==> src/hw/rtl/cip_pkg.sv <==
// Package with shared types and constants for the complex integer power block.
`timescale 1ns / 1ps
`default_nettype none
package cip_pkg;
  localparam logic [1:0] STATUS_OK      = 2'd0;
  localparam logic [1:0] STATUS_REFUSED = 2'd1;
  localparam logic [1:0] STATUS_OVF     = 2'd2;

  localparam int CFG_ADDR_W = 3;
  localparam logic [CFG_ADDR_W-1:0] REG_ZERO_TOL = 3'd0;
  localparam int TOL_W = 16;

  // Datapath operations requested by the controller.
  localparam logic [2:0] OP_NONE  = 3'd0;
  localparam logic [2:0] OP_LOAD  = 3'd1;
  localparam logic [2:0] OP_MULA  = 3'd2;
  localparam logic [2:0] OP_SQR   = 3'd3;
  localparam logic [2:0] OP_MAG   = 3'd4;
  localparam logic [2:0] OP_DIVST = 3'd5;
  localparam logic [2:0] OP_DIVIT = 3'd6;
  localparam logic [2:0] OP_DIVEN = 3'd7;

  typedef struct packed {
    logic [2:0] op;
    logic       mul_start;
  } cip_cmd_t;

  typedef struct packed {
    logic mul_done;
    logic div_done;
    logic tol_fail;
  } cip_stat_t;
endpackage
`default_nettype wire

==> src/hw/rtl/cip_ctrl.sv <==
// Controller state machine sequencing square-and-multiply and the reciprocal.
`timescale 1ns / 1ps
`default_nettype none
module cip_ctrl import cip_pkg::*; #(
  parameter int EXP_WIDTH = 8
) (
  input  wire logic                 clk,
  input  wire logic                 rst_n,
  input  wire logic                 in_valid,
  output logic                      in_stall,
  input  wire logic [EXP_WIDTH-1:0] in_power_exp,
  output logic                      out_valid,
  input  wire logic                 out_stall,
  output cip_cmd_t                  cmd,
  input  wire cip_stat_t            stat,
  output logic                      refused
);
  localparam logic [3:0] S_IDLE = 4'd0, S_STEP = 4'd1, S_MULW = 4'd2, S_SQRW = 4'd3,
    S_MAG = 4'd4, S_DST = 4'd5, S_CHK = 4'd6, S_DIVW = 4'd7, S_DEN = 4'd8, S_OUT = 4'd9;
  logic [3:0] state_r, state_nxt;
  logic [EXP_WIDTH-1:0] mag_r, mag_nxt, mabs;
  logic neg_r, neg_nxt, half_r, half_nxt, ref_r, ref_nxt;

  assign mabs = in_power_exp[EXP_WIDTH-1] ? EXP_WIDTH'(-in_power_exp) : in_power_exp;
  assign in_stall = (state_r != S_IDLE);
  assign out_valid = (state_r == S_OUT);
  assign refused = ref_r;

  always_comb begin
    state_nxt = state_r; mag_nxt = mag_r; neg_nxt = neg_r; half_nxt = half_r;
    ref_nxt = ref_r; cmd.op = OP_NONE; cmd.mul_start = 1'b0;
    case (state_r)
      S_IDLE: if (in_valid) begin
        cmd.op = OP_LOAD; mag_nxt = mabs; neg_nxt = in_power_exp[EXP_WIDTH-1];
        ref_nxt = 1'b0; state_nxt = S_STEP;
      end
      S_STEP: begin
        if (mag_r == '0) state_nxt = neg_r ? S_MAG : S_OUT;
        else if (mag_r[0]) begin
          cmd.op = OP_MULA; cmd.mul_start = 1'b1; state_nxt = S_MULW;
        end else begin
          cmd.op = OP_SQR; cmd.mul_start = 1'b1; state_nxt = S_SQRW;
          mag_nxt = mag_r >> 1;
        end
      end
      S_MULW: if (stat.mul_done) begin
        mag_nxt = mag_r >> 1;
        if ((mag_r >> 1) != '0) begin
          cmd.op = OP_SQR; cmd.mul_start = 1'b1; state_nxt = S_SQRW;
        end else state_nxt = S_STEP;
      end
      S_SQRW: if (stat.mul_done) state_nxt = S_STEP;
      S_MAG: begin cmd.op = OP_MAG; half_nxt = 1'b0; state_nxt = S_DST; end
      S_DST: begin cmd.op = OP_DIVST; state_nxt = half_r ? S_DIVW : S_CHK; end
      S_CHK: if (stat.tol_fail) begin ref_nxt = 1'b1; state_nxt = S_OUT; end
             else state_nxt = S_DIVW;
      S_DIVW: if (stat.div_done) state_nxt = S_DEN;
      S_DEN: begin
        cmd.op = OP_DIVEN;
        if (half_r) state_nxt = S_OUT;
        else begin half_nxt = 1'b1; state_nxt = S_DST; end
      end
      S_OUT: if (!out_stall) state_nxt = S_IDLE;
      default: state_nxt = S_IDLE;
    endcase
  end

  always_ff @(posedge clk) begin
    if (!rst_n) begin
      state_r <= S_IDLE; ref_r <= 1'b0; half_r <= 1'b0; neg_r <= 1'b0; mag_r <= '0;
    end else begin
      state_r <= state_nxt; mag_r <= mag_nxt; neg_r <= neg_nxt;
      half_r <= half_nxt; ref_r <= ref_nxt;
    end
  end

  a_stall_busy: assert property (@(posedge clk) disable iff (!rst_n)
    out_valid |-> in_stall) else $error("input taken while result pending");
  a_out_hold: assert property (@(posedge clk) disable iff (!rst_n)
    out_valid && out_stall |=> out_valid) else $error("result dropped under stall");
  a_ref_neg: assert property (@(posedge clk) disable iff (!rst_n)
    out_valid && refused |-> neg_r) else $error("refusal without negative exponent");
endmodule
`default_nettype wire

==> config.mk <==
export PLATFORM = sky130hd
export DESIGN_NAME = cip_ctrl
export DESIGN_NICKNAME = d
export VERILOG_FILES = /design/src/hw/rtl/cip_pkg.sv /design/src/hw/rtl/cip_ctrl.sv
export SDC_FILE = /design/constraint.sdc
export NUM_CORES = 1
export LEC_CHECK = 0
export BUFFER_PORTS_ARGS = -buffer_cell sky130_fd_sc_hd__buf_2
export CAP_MARGIN = 20
export CORE_MARGIN = 8
export CORE_UTILIZATION = 55
export DETAILED_ROUTE_END_ITERATION = 10
export PLACE_DENSITY = 0.83
export SETUP_SLACK_MARGIN = 0.1
export SYNTH_ARGS = -nofsm -noshare
export SYNTH_HDL_FRONTEND = slang
export SYNTH_SLANG_ARGS = --single-unit
==> constraint.sdc <==
create_clock -name clk -period 2.7 [get_ports clk]
set_clock_uncertainty 0.1 [all_clocks]
set_input_delay 0.675 -clock clk [delete_from_list [all_inputs] [get_ports clk]]
set_output_delay 0.675 -clock clk [all_outputs]
set_load 0.005 [all_outputs]
======== After elaboration in Yosys (flattened, before gate mapping) ========
Cells that the tools add are included.
operators by class
  mux-type cells .......................... 30
  eq/ne operators ......................... 17
  reductions and logical operators ........ 12
  add/subtract/negate cells ............... 1
operators by type and width
  operator              number
  $mux W8               5
  $pmux W4 S10          1
  $mux W4               9
  $pmux W8 S3           1
  $pmux W3 S6           1
  $eq A4 B3 Y1 const B  4
  $ne A2 B2 Y1 const B  8
  $reduce_and A5 Y1     2
  $mux W3               3
  $eq A4 B2 Y1 const B  2
  $eq A4 B4 Y1 const B  2
  $logic_not A8 Y1      1
  $neg A8 Y8            1
  $reduce_bool A8 Y1    1
  $pmux W1 S2           3
  $mux W1               5
  $eq A4 B1 Y1 const B  1
  $logic_not A4 Y1      1
  $mux W2               2
  $reduce_and A4 Y1     1
  $reduce_bool A2 Y1    2
  $reduce_bool A4 Y1    1
  $reduce_and A3 Y1     1
  $reduce_bool A3 Y1    1
  $reduce_and A2 Y1     1
storage, ports and cells
  register bits ........................... 15
  output and inout bits ................... 7
  input bits .............................. 15
  word-level logic and storage cells ...... 66

======== Depth between registers and ports, before layout ========
  word-level depth ........................ 4
  depth in mapped cells ................... 7
  depth with buffers taken out ............ 7

======== Worst setup path before layout ========
OpenSTA, ideal clock, no wires.
  path type ............................... flip-flop to output port
  start point ............................. register mag_r[4]
  end point ............................... output cmd[2] (netlist bit)
  slack ................................... 545 ps
  required time ........................... 1925 ps
  cell stages (with the launch flop) ...... 6
  arrival time ............................ 1380 ps
  path buffers ............................ 0
  cells stage by stage .................... dfxtp_1 or4_4 nor2_2 a211oi_1 o21ai_1 o21ai_1
RTL lines
  element                 RTL line        text
  start, declared         cip_ctrl.sv:21  logic [EXP_WIDTH-1:0] mag_r, mag_nxt, mabs;
  start signal, assigned  cip_ctrl.sv:72  state_r <= state_nxt; mag_r <= mag_nxt; neg_r <= neg_nxt;
  end, declared           cip_ctrl.sv:14  output cip_cmd_t cmd,

==> run summary <==
status = completed
met2 usage in global routing = 0.264
CP arrival = 1.75 ns
worst-margin pin slew = 0.569 ns
Congestion Overflow GR = 0
initial antenna violation count = 0
Async SR Flop Fraction = 0
clock-pin slew on the worst setup and hold paths = 0.09 ns
Final Max Tran Viols = 0
final setup TNS = 0 ns
Hold Path Class = reg2reg
starting density of the core = 0.560
Yosys warning count = 0
CTS tree = yes
first-pass GRT wire length = 5400 microns
layout cells sized above 1 = 0.227
Startpoint Class = flop
fillers = 203
clock sinks = 15
fin nets = 193
M3 GR Usage = 0.0358
Max Clk Rate = 396 MHz
met1 Track Usage GR = 0.176
CTS Hold Bufs = 0
Via density = 6.09
R2R Setup Slk = 0.86 ns
Root Buffer = clkbuf_4
Max Root-Sink Buffers = 2
Mapped Cells = 155
Fin. Hold Viols = 0
Remaining DRCs = 0
worst-path fanout max = 14
final worst-path cycle share = 0.934
Fin Hold WS = 0.384 ns
R2R depth = 6
post-CTS resize count = 0
relative slew slack = 0.621
r2r startpoint = state_r[3]
Pleak = 0.602 nW
synth unique cells = 49
kind of critical path = reg2out
vias = 1,243
total wire length = 3050 microns
H-tree depth = 1
Area growth syn-to-layout = 13.4%
1st-pass router iterations = 4
post-synthesis sequential area ratio = 0.252
Total Power = 1.27 mW
GRT Overall Usage = 0.161
endpoints failing setup = 0
mean post-synth cell area = 7.68 sq um
most common cell after layout, fill and taps aside = buf_2
Routed Antenna Nets = 0
IO Pins = 22
Die Height = 62.5 microns
EDFF count, synth = 0
port bufs = 21
largest net degree at the start of global routing = 23
RSZ-0062 raised after global routing = true
Post-CTS Setup Bufs = 0
vias in the first global route = 1,229
die area = 3910 sq um
Die X = 62.5 microns
power per cell area = 940 nW/um^2
row cnt = 17
syn_nets = 171
drt wl/cell = 14.9 microns
Placer Congestion = 0.956
Tmin final = 2.52 ns
Hold Crit Depth = 2
DPL Wire Length = 2390 microns
worst r2r dst = mag_r[1]
VDD IR-drop max = 0.000678 V
Min-Delay Endpoint = mag_r[7]
1st-iter DRT viols = 48
ys flop type = dfxtp_1
most frequent cells in the layout = buf_2, dfxtp_1, nand2_1
Worst-Skew Late Latency = 0.29 ns
CP Capture Type = primary output
max-cap viol count = 0
hold_sp = mag_r[7]
diode count = 0
#FFs+latches synth = 15
Worst Path Required = 1.92 ns
Post-Syn Area = 1190 sq um
busiest grt layer = met2
TritonCTS buffer count = 3
core area = 2130 sq um
-- layout make-up --
cell class / count / area, sq um / share of cell area
Clock inverter: 1 / 5.00 / 0.00370
Clock buffer: 3 / 22.5 / 0.0167
Multi-Input combinational cell: 124 / 818 / 0.606
Inverter: 7 / 26.3 / 0.0194
Sequential cell: 15 / 302 / 0.223
Tap cell: 28 / 35.0 / 0.0259
Timing Repair Buffer: 26 / 143 / 0.106
-- power breakdown --
| group | switching, mW | total, mW | internal (mW) | leakage [nW] |
|---|---|---|---|---|
| sequential | 0.0540 | 0.337 | 0.283 | 0.124 |
| combinational | 0.458 | 0.803 | 0.345 | 0.461 |
| clock | 0.0754 | 0.130 | 0.0551 | 0.0177 |
-- routing by layer --
layer / vias to the layer above / wire [microns]
li1: 622 / -
met1: 565 / 1300
met4: 0 / 119
met3: 14 / 173
met5: - / 0
met2: 42 / 1450
-- synthesized netlist by cell type, types with 2 or more instances --
cell type / n / area share
nand2b_1: 2 / 0.011
o21ai_2: 2 / 0.015
nand2_1: 11 / 0.035
o31ai_1: 4 / 0.025
a21boi_1: 3 / 0.019
nor2_1: 9 / 0.028
a31oi_1: 2 / 0.011
mux2i_1: 3 / 0.025
xnor2_1: 5 / 0.037
dfxtp_1: 15 / 0.25
and3_1: 2 / 0.011
nor2b_1: 6 / 0.032
o211ai_1: 3 / 0.019
o21ai_1: 8 / 0.034
clkbuf_1: 2 / 0.0063
nand3_1: 8 / 0.034
inv_1: 5 / 0.016
o21ai_0: 5 / 0.021
a22oi_1: 7 / 0.044
and3b_1: 4 / 0.029
a21o_1: 2 / 0.013
nor3_1: 4 / 0.017
nor3b_1: 2 / 0.013
o211a_1: 2 / 0.017
or3_1: 2 / 0.011
o21a_1: 2 / 0.013
and2_1: 2 / 0.011
buf_2: 6 / 0.025
a21oi_1: 6 / 0.025
inv_2: 2 / 0.0063
-- flip-flops by register name, summed over array words and instances (netlist names) --
| register | count |
|---|---|
| mag_r | 8 |
| state_r | 4 |
| neg_r | 1 |
| half_r | 1 |
| refused | 1 |
-- critical path: stages (launching register included) --
cell	delay [ns]
dfxtp_1	0.33
buf_4	0.18
nor4b_2	0.48
nand2_1	0.14
a22oi_1	0.18
buf_2	0.15
-- per-stage QoR --
stage | worst slack (ns) | utilization | instances | instance area, sq um
floorplan | 0.545 | - | 155 | 1190
global placement | 0.477 | 0.621 | 200 | 1320
detailed placement | 0.455 | 0.621 | 200 | 1320
CTS | 0.126 | 0.634 | 204 | 1350
global route | 0.0997 | 0.635 | 204 | 1350
finish | 0.177 | 0.635 | 204 | 1350
-- cell families after synthesis --
kind of cell / count (synthesis) / share of synthesized area
XOR/XNOR: 5 / 0.0368
adder cells (fa/ha/maj): 1 / 0.0105
flip-flops: 15 / 0.252
AND/OR/NAND/NOR: 58 / 0.278
multiplexers: 4 / 0.0347
AO/OA/AOI/OAI: 56 / 0.325
buffers and inverters: 16 / 0.0630
-- worst max-delay path by stage --
stage                    start  endpoint  slack [ns]  cells after the start
floorplan             mag_r[4]    cmd[2]        0.54                      5
global placement    state_r[2]    cmd[1]        0.48                      5
detailed placement  state_r[2]    cmd[1]        0.46                      5
CTS                 state_r[2]    cmd[1]        0.13                      5
global route        state_r[0]    cmd[0]         0.1                      5
finish              state_r[3]    cmd[0]        0.18                      5
(Power assumes the default switching activity.)
